--- src/sv/dcwm_pkg.sv ---
// Shared types, constants and helpers for the dark channel window minimum block.
// No dependencies; every other file except dcwm_ram imports this package.
package dcwm_pkg;

    localparam int MAX_WIDTH = 1024;
    localparam int MAX_PATCH = 15;
    localparam int NUM_LINES = MAX_PATCH - 1;
    localparam int TREE_N    = 2 ** $clog2(MAX_PATCH);

    localparam int COL_W   = $clog2(MAX_WIDTH);
    localparam int DIM_W   = 11;
    localparam int ROW_W   = 12;
    localparam int PATCH_W = 4;
    localparam int CHAN_W  = 8;
    localparam int RECIP_W = 18;
    localparam int PROD_W  = CHAN_W + RECIP_W;
    localparam int VAL_W   = 12;
    localparam int LAG_W   = 13;
    localparam int IDX_W   = 3;

    localparam logic [VAL_W-1:0] VAL_MAX = {VAL_W{1'b1}};

    typedef enum logic [IDX_W-1:0] {
        REG_IMAGE_WIDTH  = 3'd0,
        REG_IMAGE_HEIGHT = 3'd1,
        REG_PATCH_WIDTH  = 3'd2,
        REG_PATCH_HEIGHT = 3'd3,
        REG_RECIP_BLUE   = 3'd4,
        REG_RECIP_GREEN  = 3'd5,
        REG_RECIP_RED    = 3'd6
    } reg_index_t;

    typedef struct packed {
        logic [CHAN_W-1:0] blue_value;
        logic [CHAN_W-1:0] green_value;
        logic [CHAN_W-1:0] red_value;
        logic              drain;
    } pix_t;

    typedef struct packed {
        logic [VAL_W-1:0] dark_value;
        logic             last_of_frame;
    } dark_t;

    typedef struct packed {
        logic [DIM_W-1:0]   image_width;
        logic [DIM_W-1:0]   image_height;
        logic [PATCH_W-1:0] patch_width;
        logic [PATCH_W-1:0] patch_height;
    } geom_t;

    typedef struct packed {
        logic [COL_W-1:0]   col;
        logic [ROW_W-1:0]   row;
        logic [ROW_W-1:0]   rbot;
        logic               isdata;
        logic               emit;
        logic               last;
        logic [PATCH_W-1:0] pw;
        logic [PATCH_W-1:0] ph;
        logic               frame;
    } tick_t;

    typedef struct packed {
        logic             valid;
        logic             frame;
        logic [ROW_W-1:0] row;
        logic [VAL_W-1:0] value;
    } win_t;

    localparam win_t WIN_EMPTY = '{valid: 1'b0, frame: 1'b0, row: '0, value: VAL_MAX};

    function automatic logic [VAL_W-1:0] min_val(input logic [VAL_W-1:0] a,
                                                 input logic [VAL_W-1:0] b);
        return (a < b) ? a : b;
    endfunction

    function automatic logic [VAL_W-1:0] min_tree(input logic [TREE_N-1:0][VAL_W-1:0] v);
        logic [TREE_N-1:0][VAL_W-1:0] t;
        t = v;
        for (int s = TREE_N >> 1; s >= 1; s = s >> 1) begin
            for (int i = 0; i < s; i++) begin
                t[i] = min_val(t[2*i], t[2*i+1]);
            end
        end
        return t[0];
    endfunction

    function automatic logic [VAL_W-1:0] normalize(input logic [PROD_W-1:0] prod);
        logic [PROD_W:0]         sum;
        logic [PROD_W-8:0]       sh;
        sum = {1'b0, prod} + (PROD_W+1)'(128);
        sh  = sum[PROD_W:8];
        return (|sh[PROD_W-8:VAL_W]) ? VAL_MAX : sh[VAL_W-1:0];
    endfunction

endpackage

--- src/sv/dcwm_win_cell.sv ---
// One horizontal window cell: holds a column minimum with its row tag and masks it.
// Depends on dcwm_pkg.
module dcwm_win_cell
    import dcwm_pkg::*;
(
    input  logic             clk,
    input  logic             rst_n,
    input  logic             shift,
    input  win_t             din,
    input  logic             en,
    input  logic             frame,
    input  logic [ROW_W-1:0] rbot,
    output win_t             dout,
    output logic [VAL_W-1:0] masked
);

    win_t entry_reg;

    always_ff @(posedge clk or negedge rst_n)
    begin
        if (!rst_n)
        begin
            entry_reg <= '{valid: 1'b0, frame: 1'b0, row: '0, value: VAL_MAX};
        end
        else if (shift)
        begin
            entry_reg <= din;
        end
    end

    assign dout   = entry_reg;
    assign masked = (en && entry_reg.valid && (entry_reg.frame == frame)
                     && (entry_reg.row == rbot)) ? entry_reg.value : VAL_MAX;

endmodule

--- config.mk ---
export PLATFORM = sky130hd
export DESIGN_NAME = dcwm_win_cell
export DESIGN_NICKNAME = d
export VERILOG_FILES = /design/src/sv/dcwm_pkg.sv /design/src/sv/dcwm_win_cell.sv
export SDC_FILE = /design/constraint.sdc
export NUM_CORES = 1
export LEC_CHECK = 0
export BUFFER_PORTS_ARGS = -buffer_cell sky130_fd_sc_hd__buf_2
export CAP_MARGIN = 20
export CORE_MARGIN = 4
export CORE_UTILIZATION = 40
export DETAILED_ROUTE_END_ITERATION = 12
export PLACE_DENSITY = 0.77
export SLEW_MARGIN = 40
export SYNTH_ARGS = -nofsm -noshare
export SYNTH_HDL_FRONTEND = slang
export SYNTH_SLANG_ARGS = --single-unit
--- constraint.sdc ---
create_clock -name clk -period 7.25 [get_ports clk]
set_clock_uncertainty 0.2 [all_clocks]
set_input_delay 1.8125 -clock clk [delete_from_list [all_inputs] [get_ports clk]]
set_output_delay 1.8125 -clock clk [all_outputs]
set_load 0.02 [all_outputs]
==> Word-level counts from Yosys, hierarchy flattened <==
Index checks and enable logic that the tools add are counted.
{ "word_totals": {"reg_bits": 26, "inputBits": 43, "wordCells": 10} }
{ "op_classes": {"eq_ne": 2, "muxes": 1, "reduce_logical": 3} }
{ "op_table": {"columns": ["op", "n"], "rows": [
  ["12-bit equality test", 1],
  ["12-bit 2-to-1 mux", 1],
  ["1-bit logical AND", 3],
  ["1-bit equality test", 1]
]} }

==> Depth between registers and ports, before layout <==
{ "logic_depth": {"ltp_word": 4, "depth_mapped": 5, "ltp_nobuf": 4} }

==> Worst setup path before layout <==
No wires, ideal clock.
{ "synth_path": {"path_kind": "input -> output", "from": "in rbot[8]", "to": "out masked[10]", "arrival_time_ns": 3.061, "path_slack_ns": 2.177, "path_stages": 5, "n_path_buf": 1, "cell_sequence": "xnor2_1 nand2_1 or4_4 buf_6 or3_1"} }
{ "synth_between": {"elab_chain_len": 3} }
{ "synth_rtl": {"columns": ["element", "line_no", "rtl"], "rows": [
  ["start: declaration", "dcwm_win_cell.sv:12", "input logic [ROW_W-1:0] rbot,"],
  ["12-bit equality test", "dcwm_win_cell.sv:33", "&& (entry_reg.row == rbot)) ? entry_reg.value : VAL_MAX;"],
  ["1-bit logical AND", "dcwm_win_cell.sv:33", null],
  ["12-bit 2-to-1 mux", "dcwm_win_cell.sv:33", null],
  ["end: declaration", "dcwm_win_cell.sv:14", "output logic [VAL_W-1:0] masked"]
]} }
No other way between the ends.

==> Worst setup path after layout <==
{ "layout_path": {"from": "in rbot[9]", "to": "out masked[11]"} }
Same word-level chain as after synthesis.

==> impl_metrics.yaml <==
die:
  rows: 19
  die_w_um: 63.1
  io-pin-count: 81
  start_util: 0.429
  die_h_um: 63.1
  core_um2: 2830
  die-area_um2: 3980
cells_and_area:
  num_antenna_cells: 0
  nNetsFinal: 214
  final_common_cell: "buf_2"
  layout_common_cells: "80 x buf_2, 25 x mux2_2, 14 x dfrtp_1"
  drive_gt1_frac: 0.729
  area_delta_synth_final_pct: 37.0
  largest_register_ffs: 26
  fill_cells: 252
  stdcell_area_um2: 1660
  regArea_um2: 666
  multi_input_comb_area_um2: 510
clock_tree:
  cts_buffer_depth: 2
  clk_pin_slew_ns: 0.14
  cts_setup_buffers: 0
  hold_buffers: 0
  cts.sinks: 26
  cts-root-buf: "clkbuf_4"
  cts_resized: 0
  numCtsBuffers: 3
  insertion_delay_ns: 0.31
  htree_levels: 1
  cts_tree: "built"
sta:
  setup_tns_ns: 0
  max-slew-margin-rel: 0.612
  finalHoldViolCount: 0
  tightest_slew_ns: 0.582
  max_freq_mhz: 186
  rsz0062_at_grt: "false"
  slew_violations: 0
  hold_ws_ns: 0.369
  setup_viol: 0
  fin_crit_sh: 0.742
  fin_crit_ns: 5.38
hold_path:
  min-delay-start: "dout[25]$_DFFE_PN0P_"
  holdPathStages: 1
  hp-class: "reg2reg"
logic_synthesis:
  synth_top_cell_by_area: "dfrtp_1"
  avgSynthCellArea_um2: 13.3
  yosysUniqueCellTypes: 19
  syn-num-nets: 134
  synth.top_cell.area_share: 0.289
  synth-warning-count: 0
  syn_inst: 91
  ys_seq_area_frac: 0.548
  synth-seq-cells: 26
  syn-cell-area_um2: 1210
  synth.top_cells.by_area: "dfrtp_1 29%, dfstp_2 26%, mux2_2 23%"
place:
  port_buffers: 80
  place_area_um2: 1630
  gp_congestion: 0.740
  dp.final_hpwl_mm: 2.40
critical_path:
  crit_path_start: "rbot[9]"
  required_ns: 5.24
  crit_fanout: 12
  r2r-start: "dout[20]$_DFFE_PN0P_"
  arrival_ns: 3.37
  crit_type: "in2out"
  cp-start-kind: "primary input"
  end_kind: "output pin"
  rr_worst_depth: 1
global_routing:
  grt_pass1_wl_mm: 5.00
  grt_max_degree: 28
  grt_pass1_vias: 1072
  grt.total_usage: 0.160
  antenna_found_initial: 0
  grt_overflow_total: 0
power:
  p_leak_uw: 0.000768
  ir_worst_vdd_mv: 0.143
  powerDensity_nw_per_um2: 196
detailed_routing:
  wl_per_cell_um: 14.9
  vias_per_cell: 4.87
  first_iter_violations: 28
  drtPass1Iterations: 4
  drt_wl_total_mm: 3.00
  vias: 978
  ant_nets: 0
  drc: 0
outcome:
  status: "finished, final reports clean"
run:
  cap_viol_max_count: 0
==> area by class of cell <==
| type | instances | share of cell area |
|---|---|---|
| inverter | 3 | 0.00677 |
| timing repair buffer | 80 | 0.241 |
| multi-input combinational | 57 | 0.307 |
| sequential | 26 | 0.400 |
| clock buffer | 4 | 0.0218 |
| tap | 31 | 0.0233 |
==> critical path, stage by stage <==
cell,delay [ns]
buf_2,0.10
xnor2_1,0.16
nand2_1,0.10
or4_4,0.56
or3_2,0.46
buf_2,0.17
==> power breakdown <==
part           switching (uW)  total (uW)  internal [uW]
clock network            40.9        71.5           30.7
logic                    41.7        77.8           36.1
registers                11.3         176            165
total                    94.0         325            231
==> cell usage after synthesis <==
cell      number
buf_6          1
o22ai_1        1
clkbuf_1       3
mux2_2        25
or3_1         10
a222oi_1       1
dfstp_2       12
o21ai_0        1
buf_1          1
xor2_1         4
xnor2_1        6
nand4_1        1
dfrtp_1       14
or3_2          2
or4_4          1
nor4_1         1
nand2_1        3
o211ai_1       1
inv_1          3
==> worst paths after layout <==
path,slack (ns),end
min,0.37,dout[25]$_DFFE_PN0P_
min in group asynchronous,1.27,dout[18]$_DFFE_PN0P_
max reg2reg,6.25,dout[20]$_DFFE_PN0P_
min reg2reg,0.37,dout[25]$_DFFE_PN0P_
max in group asynchronous,5.20,dout[8]$_DFFE_PN1P_
max,1.87,masked[11]
==> routing by layer <==
metal,track usage,up-vias,wire (um)
li1,-,478,-
met1,0.164,469,1120
met2,0.303,27,1700
met3,0.0320,4,134
met4,0.0799,0,48
met5,0,-,0
==> kinds of logic (layout without fill, tap and decap cells) <==
family,count (synthesis),count (layout),share of synthesized area
DFF,26,26,0.548
muxes,25,25,0.232
and+or+nand+nor,18,18,0.0928
xor gates and xnor gates,10,10,0.0722
buffers and inverters,8,87,0.0309
AOI/OAI and AO/OA,4,4,0.0237
==> metrics by stage <==
| stage | power (uW) | worst slack, ns | util | std cells |
|---|---|---|---|---|
| after global routing | 347 | 1.81 | 0.588 | 201 |
| after CTS | 331 | 1.86 | 0.588 | 201 |
| after global placement | 255 | 1.91 | 0.575 | 197 |
| after detailed placement | 258 | 1.86 | 0.575 | 197 |
| after floorplan | 223 | 2.18 | - | 91 |
| final | 325 | 1.87 | 0.588 | 201 |
Note: power is estimated with default switching activity, not from simulation.
