[src/sv/dcwm_pkg.sv]
// Shared types, constants and helpers for the dark channel window minimum block.
// No dependencies; every other file except dcwm_ram imports this package.
package dcwm_pkg;

    localparam int MAX_WIDTH = 1024;
    localparam int MAX_PATCH = 15;
    localparam int NUM_LINES = MAX_PATCH - 1;
    localparam int TREE_N    = 2 ** $clog2(MAX_PATCH);

    localparam int COL_W   = $clog2(MAX_WIDTH);
    localparam int DIM_W   = 11;
    localparam int ROW_W   = 12;
    localparam int PATCH_W = 4;
    localparam int CHAN_W  = 8;
    localparam int RECIP_W = 18;
    localparam int PROD_W  = CHAN_W + RECIP_W;
    localparam int VAL_W   = 12;
    localparam int LAG_W   = 13;
    localparam int IDX_W   = 3;

    localparam logic [VAL_W-1:0] VAL_MAX = {VAL_W{1'b1}};

    typedef enum logic [IDX_W-1:0] {
        REG_IMAGE_WIDTH  = 3'd0,
        REG_IMAGE_HEIGHT = 3'd1,
        REG_PATCH_WIDTH  = 3'd2,
        REG_PATCH_HEIGHT = 3'd3,
        REG_RECIP_BLUE   = 3'd4,
        REG_RECIP_GREEN  = 3'd5,
        REG_RECIP_RED    = 3'd6
    } reg_index_t;

    typedef struct packed {
        logic [CHAN_W-1:0] blue_value;
        logic [CHAN_W-1:0] green_value;
        logic [CHAN_W-1:0] red_value;
        logic              drain;
    } pix_t;

    typedef struct packed {
        logic [VAL_W-1:0] dark_value;
        logic             last_of_frame;
    } dark_t;

    typedef struct packed {
        logic [DIM_W-1:0]   image_width;
        logic [DIM_W-1:0]   image_height;
        logic [PATCH_W-1:0] patch_width;
        logic [PATCH_W-1:0] patch_height;
    } geom_t;

    typedef struct packed {
        logic [COL_W-1:0]   col;
        logic [ROW_W-1:0]   row;
        logic [ROW_W-1:0]   rbot;
        logic               isdata;
        logic               emit;
        logic               last;
        logic [PATCH_W-1:0] pw;
        logic [PATCH_W-1:0] ph;
        logic               frame;
    } tick_t;

    typedef struct packed {
        logic             valid;
        logic             frame;
        logic [ROW_W-1:0] row;
        logic [VAL_W-1:0] value;
    } win_t;

    localparam win_t WIN_EMPTY = '{valid: 1'b0, frame: 1'b0, row: '0, value: VAL_MAX};

    function automatic logic [VAL_W-1:0] min_val(input logic [VAL_W-1:0] a,
                                                 input logic [VAL_W-1:0] b);
        return (a < b) ? a : b;
    endfunction

    function automatic logic [VAL_W-1:0] min_tree(input logic [TREE_N-1:0][VAL_W-1:0] v);
        logic [TREE_N-1:0][VAL_W-1:0] t;
        t = v;
        for (int s = TREE_N >> 1; s >= 1; s = s >> 1) begin
            for (int i = 0; i < s; i++) begin
                t[i] = min_val(t[2*i], t[2*i+1]);
            end
        end
        return t[0];
    endfunction

    function automatic logic [VAL_W-1:0] normalize(input logic [PROD_W-1:0] prod);
        logic [PROD_W:0]         sum;
        logic [PROD_W-8:0]       sh;
        sum = {1'b0, prod} + (PROD_W+1)'(128);
        sh  = sum[PROD_W:8];
        return (|sh[PROD_W-8:VAL_W]) ? VAL_MAX : sh[VAL_W-1:0];
    endfunction

endpackage

[src/sv/dcwm_ctrl.sv]
// Frame sequencer: latches geometry, tracks input and output raster positions.
// Depends on dcwm_pkg.
module dcwm_ctrl
    import dcwm_pkg::*;
(
    input  logic  clk,
    input  logic  rst_n,
    input  logic  step,
    input  logic  drain,
    input  geom_t geom,
    output logic  tick,
    output tick_t info
);

    logic               active_reg, active_next;
    logic               frame_reg, frame_next;
    logic [DIM_W-1:0]   w_reg, w_next;
    logic [DIM_W-1:0]   h_reg, h_next;
    logic [PATCH_W-1:0] pw_reg, pw_next;
    logic [PATCH_W-1:0] ph_reg, ph_next;
    logic [PATCH_W-1:0] bh_reg, bh_next;
    logic [COL_W-1:0]   tk_col_reg, tk_col_next;
    logic [ROW_W-1:0]   tk_row_reg, tk_row_next;
    logic [COL_W-1:0]   out_col_reg, out_col_next;
    logic [DIM_W-1:0]   out_row_reg, out_row_next;
    logic [LAG_W-1:0]   lead_reg, lead_next;

    logic                       start;
    logic [DIM_W-1:0]           w_cl, h_cl;
    logic [PATCH_W-1:0]         pw_cl, ph_cl, bh_cl, bw_cl;
    logic [PATCH_W+DIM_W-1:0]   lag_mul;
    logic [LAG_W-1:0]           lag;
    logic [DIM_W-1:0]           w_e, h_e;
    logic [PATCH_W-1:0]         pw_e, ph_e, bh_e;
    logic                       frame_e;
    logic [COL_W-1:0]           tk_col_e, out_col_e;
    logic [ROW_W-1:0]           tk_row_e;
    logic [DIM_W-1:0]           out_row_e;
    logic [LAG_W-1:0]           lead_e;
    logic                       emit, last, tk_wrap, out_wrap;

    always_comb
    begin
        w_cl = (geom.image_width == '0) ? DIM_W'(1)
             : (geom.image_width > DIM_W'(MAX_WIDTH)) ? DIM_W'(MAX_WIDTH) : geom.image_width;
        h_cl  = (geom.image_height == '0) ? DIM_W'(1) : geom.image_height;
        pw_cl = (geom.patch_width == '0) ? PATCH_W'(1)
              : (geom.patch_width > PATCH_W'(MAX_PATCH)) ? PATCH_W'(MAX_PATCH)
              : geom.patch_width;
        ph_cl = (geom.patch_height == '0) ? PATCH_W'(1)
              : (geom.patch_height > PATCH_W'(MAX_PATCH)) ? PATCH_W'(MAX_PATCH)
              : geom.patch_height;
        bh_cl   = ph_cl - PATCH_W'(1) - (ph_cl >> 1);
        bw_cl   = pw_cl - PATCH_W'(1) - (pw_cl >> 1);
        lag_mul = bh_cl * w_cl;
        lag     = LAG_W'(lag_mul) + LAG_W'(bw_cl);

        start     = step && !drain && !active_reg;
        w_e       = start ? w_cl : w_reg;
        h_e       = start ? h_cl : h_reg;
        pw_e      = start ? pw_cl : pw_reg;
        ph_e      = start ? ph_cl : ph_reg;
        bh_e      = start ? bh_cl : bh_reg;
        frame_e   = start ? ~frame_reg : frame_reg;
        tk_col_e  = start ? '0 : tk_col_reg;
        tk_row_e  = start ? '0 : tk_row_reg;
        out_col_e = start ? '0 : out_col_reg;
        out_row_e = start ? '0 : out_row_reg;
        lead_e    = start ? lag : lead_reg;

        tick = step && (!drain || (active_reg && (tk_row_reg >= ROW_W'(h_reg))));

        emit     = (lead_e == '0);
        tk_wrap  = ({1'b0, tk_col_e} == (w_e - DIM_W'(1)));
        out_wrap = ({1'b0, out_col_e} == (w_e - DIM_W'(1)));
        last     = emit && out_wrap && (out_row_e == (h_e - DIM_W'(1)));

        info.col    = tk_col_e;
        info.row    = tk_row_e;
        info.rbot   = ROW_W'(out_row_e) + ROW_W'(bh_e);
        info.isdata = !drain && (tk_row_e < ROW_W'(h_e));
        info.emit   = emit;
        info.last   = last;
        info.pw     = pw_e;
        info.ph     = ph_e;
        info.frame  = frame_e;

        active_next  = active_reg;
        frame_next   = frame_reg;
        w_next       = w_reg;
        h_next       = h_reg;
        pw_next      = pw_reg;
        ph_next      = ph_reg;
        bh_next      = bh_reg;
        tk_col_next  = tk_col_reg;
        tk_row_next  = tk_row_reg;
        out_col_next = out_col_reg;
        out_row_next = out_row_reg;
        lead_next    = lead_reg;
        if (tick)
        begin
            active_next  = !last;
            frame_next   = frame_e;
            w_next       = w_e;
            h_next       = h_e;
            pw_next      = pw_e;
            ph_next      = ph_e;
            bh_next      = bh_e;
            tk_col_next  = tk_wrap ? '0 : tk_col_e + COL_W'(1);
            tk_row_next  = tk_wrap ? tk_row_e + ROW_W'(1) : tk_row_e;
            out_col_next = out_col_e;
            out_row_next = out_row_e;
            lead_next    = emit ? '0 : lead_e - LAG_W'(1);
            if (emit)
            begin
                out_col_next = out_wrap ? '0 : out_col_e + COL_W'(1);
                out_row_next = out_wrap ? out_row_e + DIM_W'(1) : out_row_e;
            end
            if (last)
            begin
                tk_col_next  = '0;
                tk_row_next  = '0;
                out_col_next = '0;
                out_row_next = '0;
            end
        end
    end

    always_ff @(posedge clk or negedge rst_n)
    begin
        if (!rst_n)
        begin
            active_reg  <= 1'b0;
            frame_reg   <= 1'b0;
            w_reg       <= DIM_W'(1);
            h_reg       <= DIM_W'(1);
            pw_reg      <= PATCH_W'(1);
            ph_reg      <= PATCH_W'(1);
            bh_reg      <= '0;
            tk_col_reg  <= '0;
            tk_row_reg  <= '0;
            out_col_reg <= '0;
            out_row_reg <= '0;
            lead_reg    <= '0;
        end
        else
        begin
            active_reg  <= active_next;
            frame_reg   <= frame_next;
            w_reg       <= w_next;
            h_reg       <= h_next;
            pw_reg      <= pw_next;
            ph_reg      <= ph_next;
            bh_reg      <= bh_next;
            tk_col_reg  <= tk_col_next;
            tk_row_reg  <= tk_row_next;
            out_col_reg <= out_col_next;
            out_row_reg <= out_row_next;
            lead_reg    <= lead_next;
        end
    end

endmodule

[config.mk]
export PLATFORM = sky130hd
export DESIGN_NAME = dcwm_ctrl
export DESIGN_NICKNAME = d
export VERILOG_FILES = /design/src/sv/dcwm_pkg.sv /design/src/sv/dcwm_ctrl.sv
export SDC_FILE = /design/constraint.sdc
export NUM_CORES = 1
export LEC_CHECK = 0
export BUFFER_PORTS_ARGS = -buffer_cell sky130_fd_sc_hd__buf_2
export CAP_MARGIN = 20
export CORE_ASPECT_RATIO = 1.5
export CORE_UTILIZATION = 50
export CTS_CLUSTER_DIAMETER = 80
export DETAILED_ROUTE_END_ITERATION = 10
export PLACE_DENSITY = 0.69
export RECOVER_POWER = 100
export SLEW_MARGIN = 20
export SYNTH_ARGS = -nofsm -noshare
export SYNTH_HDL_FRONTEND = slang
export SYNTH_SLANG_ARGS = --single-unit
[constraint.sdc]
create_clock -name clk -period 11.3 [get_ports clk]
set_clock_uncertainty 0.1 [all_clocks]
set_input_delay 0 -clock clk [delete_from_list [all_inputs] [get_ports clk]]
set_output_delay 0 -clock clk [all_outputs]
set_load 0.02 [all_outputs]
# Word-level counts from Yosys, hierarchy flattened
# Cells that the tools add are included.
dict set report op_classes {
  add_sub_neg 13
  multipliers 1
  magnitude_cmp 5
  n_eq_ne 3
  n_mux 29
  n_bitwise 1
  n_reduce_logical 16
}
# cell n
set op_table {}
lappend op_table {{$mux W11} 9}
lappend op_table {{$mux W10} 7}
lappend op_table {{$mux W12} 3}
lappend op_table {{$mux W4} 7}
lappend op_table {{$mux W13} 2}
lappend op_table {{$eq A10 B11 Y1} 2}
lappend op_table {{$logic_not A11 Y1} 2}
lappend op_table {{$sub A11 B1 Y11 const B} 2}
lappend op_table {{$add A10 B1 Y10 const B} 2}
lappend op_table {{$add A13 B4 Y13} 1}
lappend op_table {{$logic_not A13 Y1} 1}
lappend op_table {{$mul A4 B11 Y13} 1}
lappend op_table {{$sub A13 B1 Y13 const B} 1}
lappend op_table {{$add A11 B4 Y12} 1}
lappend op_table {{$add A12 B1 Y12 const B} 1}
lappend op_table {{$ge A12 B11 Y1} 1}
lappend op_table {{$lt A12 B11 Y1} 1}
lappend op_table {{$add A11 B1 Y11 const B} 1}
lappend op_table {{$eq A11 B11 Y1} 1}
lappend op_table {{$gt A11 B11 Y1 const B} 1}
lappend op_table {{$gt A4 B4 Y1 const B} 2}
lappend op_table {{$logic_not A4 Y1} 2}
lappend op_table {{$sub A4 B1 Y4 const B} 2}
lappend op_table {{$sub A4 B3 Y4} 2}
lappend op_table {{5 further kinds} 13}
dict set report word_totals {
  reg_bits 92
  inputBits 34
  out_inout_bits 47
  elab_cells 80
}

# Longest topological paths before layout
dict set report logic_depth {
  word_depth 12
  mapped_depth 27
}

# Least setup slack after synthesis
# Ideal clock, no wire load.
dict set report synth_timing {
  kind {input port to flip-flop}
  from {in geom[2] (netlist bit)}
  to {reg lead_reg[0]}
  setup_time_ns 0.135
  arrival_ns 6.240
  t_required_ns 11.065
  path_slack_ns 4.825
  path_stages 25
  path_buffers 3
  cell_sequence {inv_1 -> ha_1 -> a21o_1 -> ha_1 -> maj3_1 -> a21o_1 -> mux2i_1 -> clkbuf_1 -> nor2_1 -> fa_1 -> fa_1 -> inv_1 -> fa_1 -> inv_1 -> ha_1 -> nor2b_1 -> o31a_1 -> o211a_1 -> or3_1 -> o41ai_1 -> nor3b_2 -> and2_1 -> clkbuf_1 -> clkbuf_1 -> o21ai_0}
}
dict set report synth_between {
  elab_chain_cells 10
}
# element line_no
set synth_lines {}
lappend synth_lines {{start, declared} dcwm_ctrl.sv:10} ;# input geom_t geom,
lappend synth_lines {{$gt A4 B4 Y1} dcwm_ctrl.sv:51} ;# : (geom.patch_height > PATCH_W'(MAX_PATCH)) ? PATCH_W'(MAX_PATCH)
lappend synth_lines {{$mux W4} dcwm_ctrl.sv:51}
lappend synth_lines {{$mux W4 *} dcwm_ctrl.sv:50} ;# ph_cl = (geom.patch_height == '0) ? PATCH_W'(1)
lappend synth_lines {{$sub A4 B1 Y4} dcwm_ctrl.sv:53} ;# bh_cl = ph_cl - PATCH_W'(1) - (ph_cl >> 1);
lappend synth_lines {{$sub A4 B3 Y4 *} dcwm_ctrl.sv:53}
lappend synth_lines {{$mul A4 B11 Y13 *} dcwm_ctrl.sv:55} ;# lag_mul = bh_cl * w_cl;
lappend synth_lines {{$add A13 B4 Y13 *} dcwm_ctrl.sv:56} ;# lag = LAG_W'(lag_mul) + LAG_W'(bw_cl);
lappend synth_lines {{$mux W13 *} dcwm_ctrl.sv:69} ;# lead_e = start ? lag : lead_reg;
lappend synth_lines {{$logic_not A13 Y1 *} dcwm_ctrl.sv:73} ;# emit = (lead_e == '0);
lappend synth_lines {{net emit} dcwm_ctrl.sv:40} ;# logic emit, last, tk_wrap, out_wrap;
lappend synth_lines {{$mux W13 *} dcwm_ctrl.sv:113} ;# lead_next = emit ? '0 : lead_e - LAG_W'(1);
lappend synth_lines {{end signal, assigned} dcwm_ctrl.sv:159} ;# lead_reg <= lead_next;
lappend synth_lines {{end, declared} dcwm_ctrl.sv:26} ;# logic [LAG_W-1:0] lead_reg, lead_next;
# Mark *: on every way through the listed nets, which the timed path passes. The rest lies on a longest branch.
# A chain may end at the register's enable or synchronous reset.

==> results.md <==
* Slew Viols, Final at 411
* Outcome: finished, violations left
* Clock buffer depth at 2
* Met2 WL at roughly 14000 µm
* Final Wtd Congestion at about 0.92
* Sink Count at a little over 90
* Vias per std cell at just under 6
* Multi-input gate area at about 6500 µm²
* Nets at 1351
* Leak pwr at ~0.0048 µW
* Critical path class: reg -> out
* CP Buf/Inv Count at 4
* Crit path cell chain: or3b_1 > clkbuf_1 > clkbuf_1 > mux2i_1 > xnor2_1 > o32a_1 > or4_1 > a2111oi_4 > nand4_1 > clkinv_1 > clkbuf_1
* Tcrit/Tclk final at between 80% and 90%
* XOR/XNOR share of the synthesized area at a little over 7%
* Root Buffer: clkbuf_16
* Top_reg_cell synth: dfrtp_1
* GRT Total Usage at 27.9%
* Post-DP HPWL at 19300 µm
* Fin. Hold Viols at 0
* Die area at about 20000 µm²
* DRT iter0 DRCs at 482
* Filler cells at 1838
* Hold WS at around 0.022 ns
* Post-Syn Nets at approximately 1300
* Share of layout cells above drive strength 1 at between 7 and 8%
* Core area at about 19000 µm²
* TritonCTS clock tree: done
* Tmin final at ~9.5 ns
* Post-synthesis cell area at ~9500 µm²
* Max FFs per register at 13
* Netlist cell types at 86
* Fmax at 0.105 GHz
* CTS clk-pin slew, worst paths at approximately 0.07 ns
* CP Max Fanout at 86
* CTS H-tree depth at 3
* CP endpoint kind: output port
* Cells after synthesis at 1181
* Largest family of logic cells by synthesized area: simple AND/OR/NAND/NOR gates
* Mux share of post-synthesis cell area at under 10%
* Post-cts resize count at 0
* Post-synthesis simple-gate area fraction at a little under a quarter
* Reg2reg setup slack at roughly 1.9 ns
* CTS Buf Count at 9
* Die Span Y at around 170 µm
* Setup TNS at 0 ns
* Cell mode on critical path: clkbuf_1
* Critical Path RT at 11.20 ns
* Post-route DRC at 0
* I/O Buffers at 80
* Syn avg cell area at between 8 and 9 µm²
* EDFF count, synth at 0
* M1 WL at between 10000 and 15000 µm
* CP top delay family: buffers and inverters
* Syn-to-layout area delta at 9.00%
* Measured slew at the worst slew-check pin at about 3.9 ns
* Max_slew headroom at -160%
* Starting Density at 51.2%
* Compound-Gate Fraction of Synth Area at 20.9%
* WL/cell at ~18 µm
* Cell Rows at 61
* Synth Register Bits at 92
* Via count at just under 9000
* DRT Pass-1 Iters at 5
* Die Span X at about 110 µm
* Failing checks: max-capacitance violations, max-slew violations
* ANT cells at 0
* Io pins at a little over 80
* Largest net degree at the start of global routing at 87
* Clk_lat worst skew at between 0.3 and 0.4 ns
* Final wirelength at approximately 26000 µm
* Total power at between 2000 and 2500 µW
* Pwr Density at between 200 and 250 nW/µm²
* Synth Warn # at 0
* Adder-Cell Fraction of Synth Area at approximately an eighth
* Asr flop ratio synth at 100%
* Met3 wire len at ~850 µm
* RSZ-0062 raised after global routing: no
* Critical path launch point type: flip-flop
* Post-route ant nets at 0
* Peak VDD IR at approximately 0.000092 V
* Antenna violations before repair at 0
* Critical Path Max Stage Delay at ~2.6 ns
* Finish-stage setup viols at 0
* First-pass GRT wire length at ~43000 µm
* Crit path arrival time at roughly 9.4 ns
* Sequential fraction of the synthesis area at between 20% and 30%
* Vias in the first global route at roughly 8600
* Tightest Hold Check Type: in -> reg
* Crit-path slowest cell: clkbuf_1
* Highest metal used: met4
* Register area at 2310 µm²
* Max-cap violations at 7
* Total grt overflow at 0
final timing paths:
kind	cells past startpoint	start	end
setup / recovery	11	active_reg$_DFFE_PN0P_	info[9]
hold / removal	3	geom[25]	w_reg[6]$_DFFE_PN0P_
setup reg to reg	12	active_reg$_DFFE_PN0P_	tk_col_reg[3]$_DFFE_PN0P_
hold reg to reg	2	bh_reg[1]$_DFFE_PN0P_	bh_reg[1]$_DFFE_PN0P_
max in group asynchronous	3	rst_n	h_reg[3]$_DFFE_PN0P_
min in group asynchronous	2	rst_n	h_reg[9]$_DFFE_PN0P_
power breakdown:
part / internal, µW / leakage (µW) / switching (µW)
sequential: 446 / 0.00113 / 132
combinational: 536 / 0.00356 / 759
clock: 162 / 0.000140 / 140
total: 1140 / 0.00483 / 1030
cells by family (layout without fill, tap and decap cells):
logic type	count (synthesis)	count (layout)
simple gates	447	447
compound gates	285	285
buf+inv	175	229
flops	92	92
fa+ha+maj	88	88
xor+xnor	67	67
mux	27	27
routing by layer:
metal	vias to the layer above	global-route usage [%]
met5	-	0
met4	0	12.0
met3	55	2.94
met2	221	51.3
met1	4277	32.4
li1	4301	-
per-stage QoR:
stage / instances / setup slack (ns) / util, % / area (µm²)
3_5_place_dp: 1452 / 3.04 / 53.7 / 10000
3_3_place_gp: 1452 / 3.23 / 53.7 / 10000
4_1_cts: 1487 / 2.70 / 56.2 / 10500
6_report: 1487 / 1.81 / 55.8 / 10400
5_1_grt: 1487 / 1.08 / 55.8 / 10400
2_1_floorplan: 1181 / 4.82 / - / 9530
cells in the final DEF, fill, tap and decap left out, types with 38 or more instances in the layout:
master,n
xnor2_1,42
buf_2,47
nor2_1,118
nand2_1,104
dfrtp_1,88
a21oi_1,38
clkbuf_1,41
inv_1,105
o21ai_0,71
ha_1,65
cell usage after synthesis (all sizes together) (21+ instances only):
| cell type | instances | area share (%) |
|---|---|---|
| nor2 | 118 | 4.6 |
| inv | 105 | 4.1 |
| nand2 | 105 | 4.1 |
| dfrtp | 88 | 23 |
| o21ai | 71 | 3.7 |
| ha | 65 | 8.5 |
| clkbuf | 46 | 1.8 |
| xnor2 | 42 | 3.9 |
| a21oi | 38 | 2.0 |
| nand3 | 33 | 1.7 |
| and2 | 28 | 1.8 |
| a21o | 24 | 1.9 |
| buf | 23 | 1.5 |
| nand2b | 23 | 1.5 |
| fa | 22 | 4.6 |
| nor3 | 21 | 1.1 |
worst register-to-register path: cells and delay by family (launching register included):
kind / cells / cell delay (ns)
AND/OR/NAND/NOR: 3 / 1.86
AO/OA/AOI/OAI: 4 / 1.17
multiplexers: 1 / 0.43
flip-flops: 1 / 0.47
XOR/XNOR: 1 / 0.28
buffers and inverters: 3 / 4.98
cell type report:
cell class	instances	share of cell area (%)
clock buffer	13	2.51
clock inverter	3	0.217
sequential	92	22.2
multi-input combinational	914	62.5
tap	252	3.04
timing repair buffer	107	5.65
inverter	106	3.83
repair_timing:
| item | CTS | global route |
|---|---|---|
| hold buffers | 19 | 0 |
| buffers inserted | 0 | 0 |
| hold endpoints to repair | 42 | 0 |
(Power assumes the default switching activity.)
